## config.mk

```make
export PLATFORM = sky130hd
export DESIGN_NAME = fohm_ctrl
export DESIGN_NICKNAME = d
export VERILOG_FILES = /design/src/rtl/fohm_pkg.sv /design/src/rtl/fohm_ctrl.sv
export SDC_FILE = /design/constraint.sdc
export NUM_CORES = 1
export LEC_CHECK = 0
export BUFFER_PORTS_ARGS = -buffer_cell sky130_fd_sc_hd__buf_2
export CORE_AREA = 5 5 42 44
export DETAILED_ROUTE_END_ITERATION = 16
export DIE_AREA = 0 0 47 49
export SYNTH_ARGS = -nofsm -noshare
export SYNTH_HDL_FRONTEND = slang
export SYNTH_SLANG_ARGS = --single-unit
```

## constraint.sdc

```tcl
create_clock -name i_clk -period 1.46 [get_ports i_clk]
set_input_delay 0.219 -clock i_clk [delete_from_list [all_inputs] [get_ports i_clk]]
set_output_delay 0.219 -clock i_clk [all_outputs]
set_load 0.02 [all_outputs]
```

## src/rtl/fohm_pkg.sv

```systemverilog
// shared types, constants and codes for the offset histogram matcher
`timescale 1ns / 1ps
package fohm_pkg;

    localparam int HASH_W  = 32;
    localparam int TIME_W  = 20;
    localparam int DELTA_W = 21;
    localparam int CNT_W   = 20;
    localparam int CONF_W  = 32;
    localparam int FUNC_W  = 2;

    localparam logic [CNT_W-1:0] CNT_MAX = {CNT_W{1'b1}};

    // dividend is best count shifted by the 16 fraction bits
    localparam int FRAC_W   = 16;
    localparam int DIVD_W   = CNT_W + FRAC_W;
    localparam int DIVC_W   = $clog2(DIVD_W + 1);

    localparam int QUERY_DEPTH_DEF = 1024;
    localparam int DELTA_DEPTH_DEF = 1024;

    localparam logic [FUNC_W-1:0] FUNC_LOAD   = 2'd0;
    localparam logic [FUNC_W-1:0] FUNC_PROBE  = 2'd1;
    localparam logic [FUNC_W-1:0] FUNC_REPORT = 2'd2;

    typedef struct packed {
        logic [FUNC_W-1:0] func;
        logic [HASH_W-1:0] hash;
        logic [TIME_W-1:0] anchor_time;
    } t_in_beat;

    typedef struct packed {
        logic [CONF_W-1:0] confidence;
        logic [CNT_W-1:0]  best_count;
        logic [CNT_W-1:0]  query_total;
        logic              query_overflow;
        logic              delta_overflow;
    } t_out_beat;

    typedef enum logic [2:0] {
        S_IDLE,
        S_Q_RD,
        S_Q_CMP,
        S_D_RD,
        S_D_CMP,
        S_DIV,
        S_OUT
    } t_state;

    typedef struct packed {
        logic accept;
        logic q_rd;
        logic q_ins;
        logic q_ovf;
        logic q_upd;
        logic q_next;
        logic d_start;
        logic d_rd;
        logic d_ins;
        logic d_ovf;
        logic d_upd;
        logic d_next;
        logic div_step;
        logic out_load;
    } t_cmd;

    typedef struct packed {
        logic [FUNC_W-1:0] func;
        logic              q_end;
        logic              q_full;
        logic              q_hit;
        logic              d_end;
        logic              d_full;
        logic              d_hit;
        logic              div_done;
        logic              out_busy;
    } t_status;

endpackage

```

## src/rtl/fohm_ctrl.sv

```systemverilog
// sequencer for table scans, division and result hand-off
`timescale 1ns / 1ps
module fohm_ctrl (
    input  logic            i_clk,
    input  logic            i_rst_n,
    input  logic            i_valid,
    input  logic [1:0]      i_func,
    input  fohm_pkg::t_status i_st,
    output logic            o_stall,
    output fohm_pkg::t_cmd  o_cmd
);

    fohm_pkg::t_state r_state;
    fohm_pkg::t_state n_state;

    always_ff @(posedge i_clk) begin
        if (!i_rst_n) begin
            r_state <= fohm_pkg::S_IDLE;
        end else begin
            r_state <= n_state;
        end
    end

    always_comb begin
        n_state = r_state;
        unique case (r_state)
            fohm_pkg::S_IDLE: begin
                if (i_valid) begin
                    priority if (i_func == fohm_pkg::FUNC_LOAD ||
                                 i_func == fohm_pkg::FUNC_PROBE) begin
                        n_state = fohm_pkg::S_Q_RD;
                    end else if (i_func == fohm_pkg::FUNC_REPORT) begin
                        n_state = fohm_pkg::S_DIV;
                    end else begin
                        n_state = fohm_pkg::S_IDLE;
                    end
                end
            end
            fohm_pkg::S_Q_RD: begin
                n_state = i_st.q_end ? fohm_pkg::S_IDLE : fohm_pkg::S_Q_CMP;
            end
            fohm_pkg::S_Q_CMP: begin
                priority if (!i_st.q_hit) begin
                    n_state = fohm_pkg::S_Q_RD;
                end else if (i_st.func == fohm_pkg::FUNC_PROBE) begin
                    n_state = fohm_pkg::S_D_RD;
                end else begin
                    n_state = fohm_pkg::S_IDLE;
                end
            end
            fohm_pkg::S_D_RD: begin
                n_state = i_st.d_end ? fohm_pkg::S_IDLE : fohm_pkg::S_D_CMP;
            end
            fohm_pkg::S_D_CMP: begin
                n_state = i_st.d_hit ? fohm_pkg::S_IDLE : fohm_pkg::S_D_RD;
            end
            fohm_pkg::S_DIV: begin
                if (i_st.div_done) begin
                    n_state = fohm_pkg::S_OUT;
                end
            end
            fohm_pkg::S_OUT: begin
                if (!i_st.out_busy) begin
                    n_state = fohm_pkg::S_IDLE;
                end
            end
            default: n_state = fohm_pkg::S_IDLE;
        endcase
    end

    always_comb begin
        o_cmd   = '0;
        o_stall = (r_state != fohm_pkg::S_IDLE);
        unique case (r_state)
            fohm_pkg::S_IDLE: begin
                o_cmd.accept = i_valid;
            end
            fohm_pkg::S_Q_RD: begin
                if (i_st.q_end) begin
                    if (i_st.func == fohm_pkg::FUNC_LOAD) begin
                        o_cmd.q_ovf = i_st.q_full;
                        o_cmd.q_ins = !i_st.q_full;
                    end
                end else begin
                    o_cmd.q_rd = 1'b1;
                end
            end
            fohm_pkg::S_Q_CMP: begin
                priority if (!i_st.q_hit) begin
                    o_cmd.q_next = 1'b1;
                end else if (i_st.func == fohm_pkg::FUNC_PROBE) begin
                    o_cmd.d_start = 1'b1;
                end else begin
                    o_cmd.q_upd = 1'b1;
                end
            end
            fohm_pkg::S_D_RD: begin
                if (i_st.d_end) begin
                    o_cmd.d_ovf = i_st.d_full;
                    o_cmd.d_ins = !i_st.d_full;
                end else begin
                    o_cmd.d_rd = 1'b1;
                end
            end
            fohm_pkg::S_D_CMP: begin
                o_cmd.d_upd  = i_st.d_hit;
                o_cmd.d_next = !i_st.d_hit;
            end
            fohm_pkg::S_DIV: begin
                o_cmd.div_step = !i_st.div_done;
            end
            fohm_pkg::S_OUT: begin
                o_cmd.out_load = !i_st.out_busy;
            end
            default: o_cmd = '0;
        endcase
    end

endmodule

```

==> flow_summary.yaml, run 1 <==
outcome:
  outcome: "complete, but fails checks"
  violations: "negative setup slack"
routing:
  avgRoutedWirePerCell_um: 10.8
  drc_errors: 0
  dr.pass1.iters: 4
  ant_nets: 0
  vias: 521
  dr.first_iter.drc_count: 7
  wl_um: 1160
  vias_per_cell: 4.87
clock_tree:
  cts_buffers: 3
  htree_levels: 1
  cts_max_path_buffers: 2
  clk_latency_ps: 230
  cts_tree: "yes"
  cts_root_buf: "clkbuf_4"
  clkTransAtPathRegs_ps: 40
  cts_sinks: 3
final_layout:
  design_area_um2: 696
  antennaDiodeCount: 0
  nets: 107
  regMostFlops: "r_state"
  reg_top3: "r_state x3"
  area_delta_synth_final_pct: 80.5
  drive_above_1_share_pct: 57.1
  largest_register_ffs: 3
  fillers: 157
setup_path:
  cp_cell_sequence: "or3b_4 -> nor3_4 -> buf_6"
  cp_max_fo: 6
  slowest_stage: "or3b_4"
  critical_path_required_ps: 1240
  critical-path-max-stage-delay_ps: 410
  crit_family: "simple AND/OR/NAND/NOR gates"
  timing.rr.start: "r_state[1]"
  worstSetupStartpointType: "flop"
  setup.worst_path.end_class: "primary output"
  critPathBufInv: 1
  cp.arrival_ps: 1320
  cp.depth: 3
  rr_worst_depth: 5
  crit_type: "flop to primary output"
  startpoint: "r_state[0]"
die:
  placementRows: 14
  initial_utilization_pct: 27.5
  num_io_pins: 30
  die_height_um: 49
  die_x_um: 47
  fp.dieArea_um2: 2300
  coreArea_um2: 1400
sta:
  fin_skew_ps: 4.50
  max_freq_ghz: 0.649
  fin_crit_ps: 1540
  worst_pin_slew_ps: 240
  rsz0062_at_grt: "yes"
  hold_viol: 0
  fin_ws_ps: -81.7
  max_slew_margin_pct: 83.8
  final.period_utilization_pct: 106
  slew_viol_final: 0
  setup_viol: 4
power:
  swShare_pct: 34.3
  p_int_w: 0.000283
  pwr_density_cell_nw_per_um2: 619
  p_clk_share_pct: 33.6
  p_sw_w: 0.000148
  seqPwrFrac_pct: 22.5
  pwr-share-comb_pct: 43.9
  ir_drop_v: 0.000320
  p_leak_nw: 0.334
synth:
  synthArstFlopShare_pct: 0
  yosysMostFrequentCell: "nor2_1"
  yosys.cell_types.count: 28
  synth_edf_count: 0
  yosysTopAreaCellShare_pct: 15.6
  synth_area_per_cell_um2: 6.88
  mappedNetlistNets: 71
  syn_inst: 56
  netlist_area_um2: 385
  synth.largest_area_cell: "dfxtp_1"
  synthFlopType: "dfxtp_1"
  synth_seq_cells: 3
  synth.yosys.seq_area_share_pct: 15.6
  synth.area.top_cells: "dfxtp_1 (16%), nor2_1 (7.8%), nor2b_1 (6.5%)"
  yosys_warnings: 0
  synthTopCellsByCount: "nor2_1 (8), inv_1 (4), nand2_1 (4), nor2b_1 (4)"
grt:
  grt_pass1_vias: 491
  grt_pass1_wl_um: 1810
  grt_use_total_pct: 10.3
  top_usage_layer: "met2"
  met1_usage_pct: 13.6
  gr-usage-met2_pct: 15.8
  antenna_found_initial: 0
  grt_max_degree: 13
  use_met3_pct: 0.738
  grt-ovfl-total: 0
placed_design:
  port_buffers: 29
  place_hpwl_um: 943
  place_area_um2: 579
  dpl_worst_slack_ps: 75.1
  place_congestion: 0.788
worst_hold_path:
  hp-start: "i_rst_n"
  hold_path_depth: 2
  min_path_type: "input pin to flop"
job:
  drv_cap: 0
[cell type report]
class                           count  area [um2]  share of cell area, %
Clock buffer                        4        26.3                   3.78
Inverter                            4        15.0                   2.16
Multi-Input combinational cell     45         355                   51.1
Sequential cell                     3        62.6                   8.99
Tap cell                           16        20.0                   2.88
Timing Repair Buffer               35         216                   31.1
[cells in the final DEF, fill, tap and decap left out, drive strengths merged]
cell type	instances
nor4	2
o311a	1
or4b	1
nor4b	1
nand3	1
a21boi	2
nor3b	2
a21oi	3
nand2b	3
o211ai	1
o21ai	1
nor2	8
nand2	4
nand3b	1
buf	35
inv	4
dfxtp	3
nand4b	1
nor4bb	2
or3	1
o311ai	1
o21a	1
nor3	3
nor2b	4
or3b	1
clkbuf	4
[logic make-up (layout without fill, tap and decap cells)]
| logic type | after synthesis | count (layout) | synth area share (%) |
|---|---|---|---|
| AOI/OAI and AO/OA | 10 | 10 | 17.9 |
| DFF | 3 | 3 | 15.6 |
| buffers and inverters | 8 | 43 | 9.41 |
| and+or+nand+nor | 35 | 35 | 57.1 |
[through the flow]
step | hold WS (ps) | std cells | power (W) | setup TNS [ps] | util, %
after detailed placement | 454 | 102 | 0.000259 | 0 | 41.3
after global routing | 224 | 107 | 0.000464 | -812 | 49.6
final | 222 | 107 | 0.000431 | -198 | 49.6
after floorplan | 336 | 56 | 0.000200 | -368 | -
after CTS | 216 | 107 | 0.000427 | -288 | 47.5
after global placement | 454 | 102 | 0.000258 | 0 | 41.3
[metal layers]
metal / wire [um] / vias up
met5: 0 / -
met4: 10 / 0
li1: - / 268
met3: 112 / 2
met1: 503 / 228
met2: 528 / 23
[power by group through the flow]
| stage | sequential (W) | combinational, W | clock [W] |
|---|---|---|---|
| after global routing | 0.0000980 | 0.000207 | 0.000160 |
| after global placement | 0.0000972 | 0.000161 | 0 |
| final | 0.0000969 | 0.000189 | 0.000145 |
| after detailed placement | 0.0000980 | 0.000161 | 0 |
| after CTS | 0.0000973 | 0.000180 | 0.000149 |
| after floorplan | 0.0000948 | 0.000106 | 0 |
[what timing repair did]
item	CTS	global route
setup endpoints to repair	11	17
gates resized for setup	13	8
pin swaps	5	2
hold buffers	0	0
buffers inserted	1	0
[path summary, 6_finish.rpt]
| path | endpoint | slack [ps] |
|---|---|---|
| min reg2reg | r_state[1] | 720 |
| min | r_state[0] | 220 |
| max | o_cmd[7] | -80 |
| max reg2reg | r_state[2] | 50 |
No activity file was read; power rests on OpenSTA's default activity.
==> inputs of run 2 (changes only) <==
Settings changed: MAX_ROUTING_LAYER set to met4.
==> run 2 against run 1 <==
  * The run still ends with negative setup slack left
  * Combinational power about the same
  * Register-to-register slack barely moved
  * Via count unchanged
  * Design area did not move
  * Non-clock buffer count stayed put
  * Sequential cell count unchanged
  * Die area stayed put
  * Global-route usage grew 0.26 points
  * Critical endpoint unchanged
  * Highest routed layer unchanged
==> flow_summary.yaml, run 2 (synthesis gave the netlist of run 1 again) <==
outcome:
  outcome: "complete, but fails checks"
  violations: "negative setup slack"
sta:
  setup_viol: 4
  max_freq_ghz: 0.649
  final.period_utilization_pct: 106
  worst_pin_slew_ps: 240
  max_slew_margin_pct: 83.8
  fin_skew_ps: 4.50
  slew_viol_final: 0
  fin_ws_ps: -81.7
  fin_crit_ps: 1540
  whs_ps: 222
  hold_viol: 0
  rsz0062_at_grt: "yes"
clock_tree:
  cts_tree: "yes"
  cts_sinks: 3
  clkTransAtPathRegs_ps: 40
  htree_levels: 1
  cts_root_buf: "clkbuf_4"
  cts-hold-fix-buffers: 0
  cts_max_path_buffers: 2
  cts_buffers: 3
  clk_latency_ps: 230
die:
  die_height_um: 49
  placementRows: 14
  num_io_pins: 30
  initial_utilization_pct: 27.5
  fp.dieArea_um2: 2300
  die_x_um: 47
  coreArea_um2: 1400
routing:
  ant_nets: 0
  avgRoutedWirePerCell_um: 10.8
  drc_errors: 0
  dr.pass1.iters: 4
  wl_um: 1160
  vias: 521
  dr.first_iter.drc_count: 7
  vias_per_cell: 4.87
setup_path:
  critical_path_required_ps: 1240
  cp_max_fo: 6
  worstSetupStartpointType: "flop"
  slowest_stage: "or3b_4"
  cp_cell_sequence: "or3b_4 -> nor3_4 -> buf_6"
  reg2reg_slack_ps: 50
  cp.arrival_ps: 1320
  crit_type: "flop to primary output"
  crit_family: "simple AND/OR/NAND/NOR gates"
  setup.worst_path.end_class: "primary output"
  critPathBufInv: 1
  critical-path-max-stage-delay_ps: 410
final_layout:
  final_common_cell: "buf_2"
  nets: 107
  fillers: 157
  largest_register_ffs: 3
  antennaDiodeCount: 0
  area_delta_synth_final_pct: 80.5
  final_cell_mix: "buf_2 (20), buf_4 (14), nor2_1 (8)"
  regMostFlops: "r_state"
  drive_above_1_share_pct: 57.1
  reg_top3: "r_state x3"
grt:
  grt_pass1_wl_um: 1810
  grt_pass1_vias: 491
  grt_max_degree: 13
  grt_use_total_pct: 10.5
  antenna_found_initial: 0
  grt-ovfl-total: 0
power:
  total_power_w: 0.000431
  p_leak_nw: 0.334
  ir_drop_v: 0.000320
  pwr_density_cell_nw_per_um2: 619
placed_design:
  place_hpwl_um: 943
  port_buffers: 29
  dpl_worst_slack_ps: 75.1
  place_congestion: 0.800
worst_hold_path:
  min_path_type: "input pin to flop"
job:
  drv_cap: 0
[run 2: cell counts in the layout (fill, tap and decap cells not counted)]
No cell type changed its count.
[run 2: path summary, 6_finish.rpt]
kind,startpoint,endpoint,cells after the start
min,i_rst_n,r_state[0],2
min reg2reg,r_state[2],r_state[1],3
max reg2reg,r_state[1],r_state[2],5
max,r_state[0],o_cmd[7],3
[run 2: metal layers]
metal  wire length, um  track usage (%)  vias to the layer above
li1                  -                -                      268
met1               510             13.8                      228
met2               528             15.8                       23
met3               106            0.369                        2
met4                10             5.53                        0
met5                 0                -                        -
[run 2: stage by stage]
stage,cell area (um2),utilization (%),TNS [ps],std cells
3_3_place_gp,579,41.3,0,102
6_report,696,49.6,-198,107
3_5_place_dp,579,41.3,0,102
4_1_cts,666,47.5,-288,107
2_1_floorplan,398,-,-368,56
5_1_grt,696,49.6,-812,107
[run 2: report_power, final]
group / switching (W) / internal [W] / total, W / leakage, nW
registers: 0.00000650 / 0.0000904 / 0.0000969 / 0.0253
clock network: 0.0000424 / 0.000102 / 0.000145 / 0.0150
logic: 0.0000991 / 0.0000901 / 0.000189 / 0.293
[run 2: what timing repair did]
| item | in CTS | in global routing |
|---|---|---|
| buffers inserted | 1 | 0 |
| resized for setup | 13 | 8 |
| pin swaps | 5 | 2 |
| endpoints found under the setup margin | 11 | 17 |
[run 2: area by class of cell]
type	instances	area, um2	share of cell area [%]
clock buffer	4	26.3	3.78
inverter	4	15.0	2.16
multi-input combinational	45	355	51.1
sequential	3	62.6	8.99
tap	16	20.0	2.88
timing repair buffer	35	216	31.1
==> inputs of run 3 (changes only) <==
Settings changed: PLACE_DENSITY set to 0.64, SETUP_SLACK_MARGIN set to 0.1.
==> run 3 against run 2 <==
  * The run still ends with negative setup slack left
  * Register-to-register slack worse by 130 ps
  * Clock power about the same
  * Clock skew shrank 2.4 ps
  * Worst setup slack worse by 54 ps
  * Critical path type unchanged
  * Critical endpoint unchanged
  * Largest cell class unchanged
==> flow_summary.yaml, run 3 (synthesis gave the netlist of run 1 again) <==
outcome:
  outcome: "complete, but fails checks"
  violations: "negative setup slack"
final_layout:
  nets: 117
  regMostFlops: "r_state"
  final_cell_mix: "buf_4 (19), buf_2 (15), buf_6 (10)"
  reg_top3: "r_state x3"
  drive_above_1_share_pct: 67.3
  fillers: 135
  antennaDiodeCount: 0
  area_delta_synth_final_pct: 140
  final_common_cell: "buf_4"
  largest_register_ffs: 3
  design_area_um2: 923
placed_design:
  dpl_worst_slack_ps: 19.8
  place_congestion: 0.832
  place_hpwl_um: 985
  port_buffers: 29
  place_area_um2: 606
setup_path:
  critPathBufInv: 1
  r2r-end: "r_state[1]"
  rr_worst_depth: 6
  cp.depth: 3
  critical_path_required_ps: 1240
  crit_type: "flop to primary output"
  crit_family: "simple AND/OR/NAND/NOR gates"
  cp.arrival_ps: 1380
  critical-path-max-stage-delay_ps: 430
  slowest_stage: "or3b_4"
  timing.rr.start: "r_state[0]"
  reg2reg_slack_ps: -80
  worstSetupStartpointType: "flop"
  cp_cell_sequence: "or3b_4 -> nor3_4 -> buf_6"
  setup.worst_path.end_class: "primary output"
  cp_max_fo: 6
power:
  pwr_density_cell_nw_per_um2: 567
  pwr-share-comb_pct: 53.3
  p_clk_share_pct: 27.5
  swShare_pct: 35.5
  p_int_w: 0.000338
  p_leak_nw: 0.419
  seqPwrFrac_pct: 19.2
  p_sw_w: 0.000186
  ir_drop_v: 0.000587
sta:
  fin_skew_ps: 2.06
  setup_viol: 9
  slew_viol_final: 0
  rsz0062_at_grt: "yes"
  worst_pin_slew_ps: 388
  max_slew_margin_pct: 74.1
  final.period_utilization_pct: 109
  fin_ws_ps: -135
  fin_crit_ps: 1600
  hold_viol: 0
  max_freq_ghz: 0.627
clock_tree:
  cts_tree: "yes"
  cts-hold-fix-buffers: 0
  cts_buffers: 3
  clkTransAtPathRegs_ps: 40
  cts_max_path_buffers: 2
  cts_sinks: 3
  clk_latency_ps: 230
  cts_root_buf: "clkbuf_4"
  htree_levels: 1
routing:
  ant_nets: 0
  wl_um: 1530
  dr.first_iter.drc_count: 2
  dr.pass1.iters: 4
  avgRoutedWirePerCell_um: 13.1
  drc_errors: 0
  vias_per_cell: 4.97
  vias: 582
die:
  die_x_um: 47
  initial_utilization_pct: 27.5
  placementRows: 14
  die_height_um: 49
  coreArea_um2: 1400
  fp.dieArea_um2: 2300
  num_io_pins: 30
grt:
  grt_pass1_wl_um: 2280
  grt_use_total_pct: 13.7
  grt-ovfl-total: 0
  grt_pass1_vias: 571
  grt_max_degree: 16
  antenna_found_initial: 0
worst_hold_path:
  min_path_type: "input pin to flop"
  whs_endpoint: "r_state[0]"
  hold_path_depth: 2
  hp-start: "i_rst_n"
job:
  drv_cap: 0
[run 3: worst max-delay path by stage]
stage          startpoint        to  slack [ps]
2_1_floorplan  r_state[1]  o_cmd[4]          20
3_3_place_gp   r_state[0]  o_cmd[7]          50
3_5_place_dp   r_state[0]  o_cmd[7]          20
4_1_cts        r_state[0]  o_cmd[7]        -130
5_1_grt        r_state[0]  o_cmd[7]        -170
6_report       r_state[0]  o_cmd[7]        -140
[run 3: what timing repair did]
action | in CTS | in global routing
setup endpoints to repair | 18 | 18
setup buffers | 4 | 9
pin swaps | 5 | 11
gates resized for setup | 30 | 19
[run 3: stage by stage]
stage	cells	TNS [ps]	util, %	hold slack [ps]	total power, W
final	117	-401	65.9	239	0.000523
after global routing	117	-1100	65.9	238	0.000567
after CTS	108	-426	55.0	210	0.000466
after detailed placement	100	0	43.2	456	0.000268
after global placement	100	0	43.2	450	0.000265
after floorplan	56	0	-	336	0.000212
[run 3: routing by layer]
layer | routed length (um) | track usage [%] | vias up
met5 | 0 | - | -
met1 | 566 | 14.5 | 267
met3 | 100 | 3.32 | 2
met4 | 17 | 9.68 | 0
met2 | 842 | 21.3 | 20
li1 | - | - | 293
[run 3: layout make-up]
cell class	instances	area, um2	share of cell area (%)
flip-flops and latches	3	71.3	7.72
repair buffers	45	350	37.9
clock buffers	4	26.3	2.85
multi-input cells	45	440	47.7
well taps	16	20.0	2.17
inverters	4	15.0	1.63
[run 3: power groups by stage]
stage,Combinational [W],Sequential (W),Clock [W]
floorplan,0.000117,0.0000951,0
global placement,0.000163,0.000103,0
detailed placement,0.000165,0.000103,0
CTS,0.000216,0.0000989,0.000151
global route,0.000299,0.000102,0.000165
finish,0.000279,0.000100,0.000144
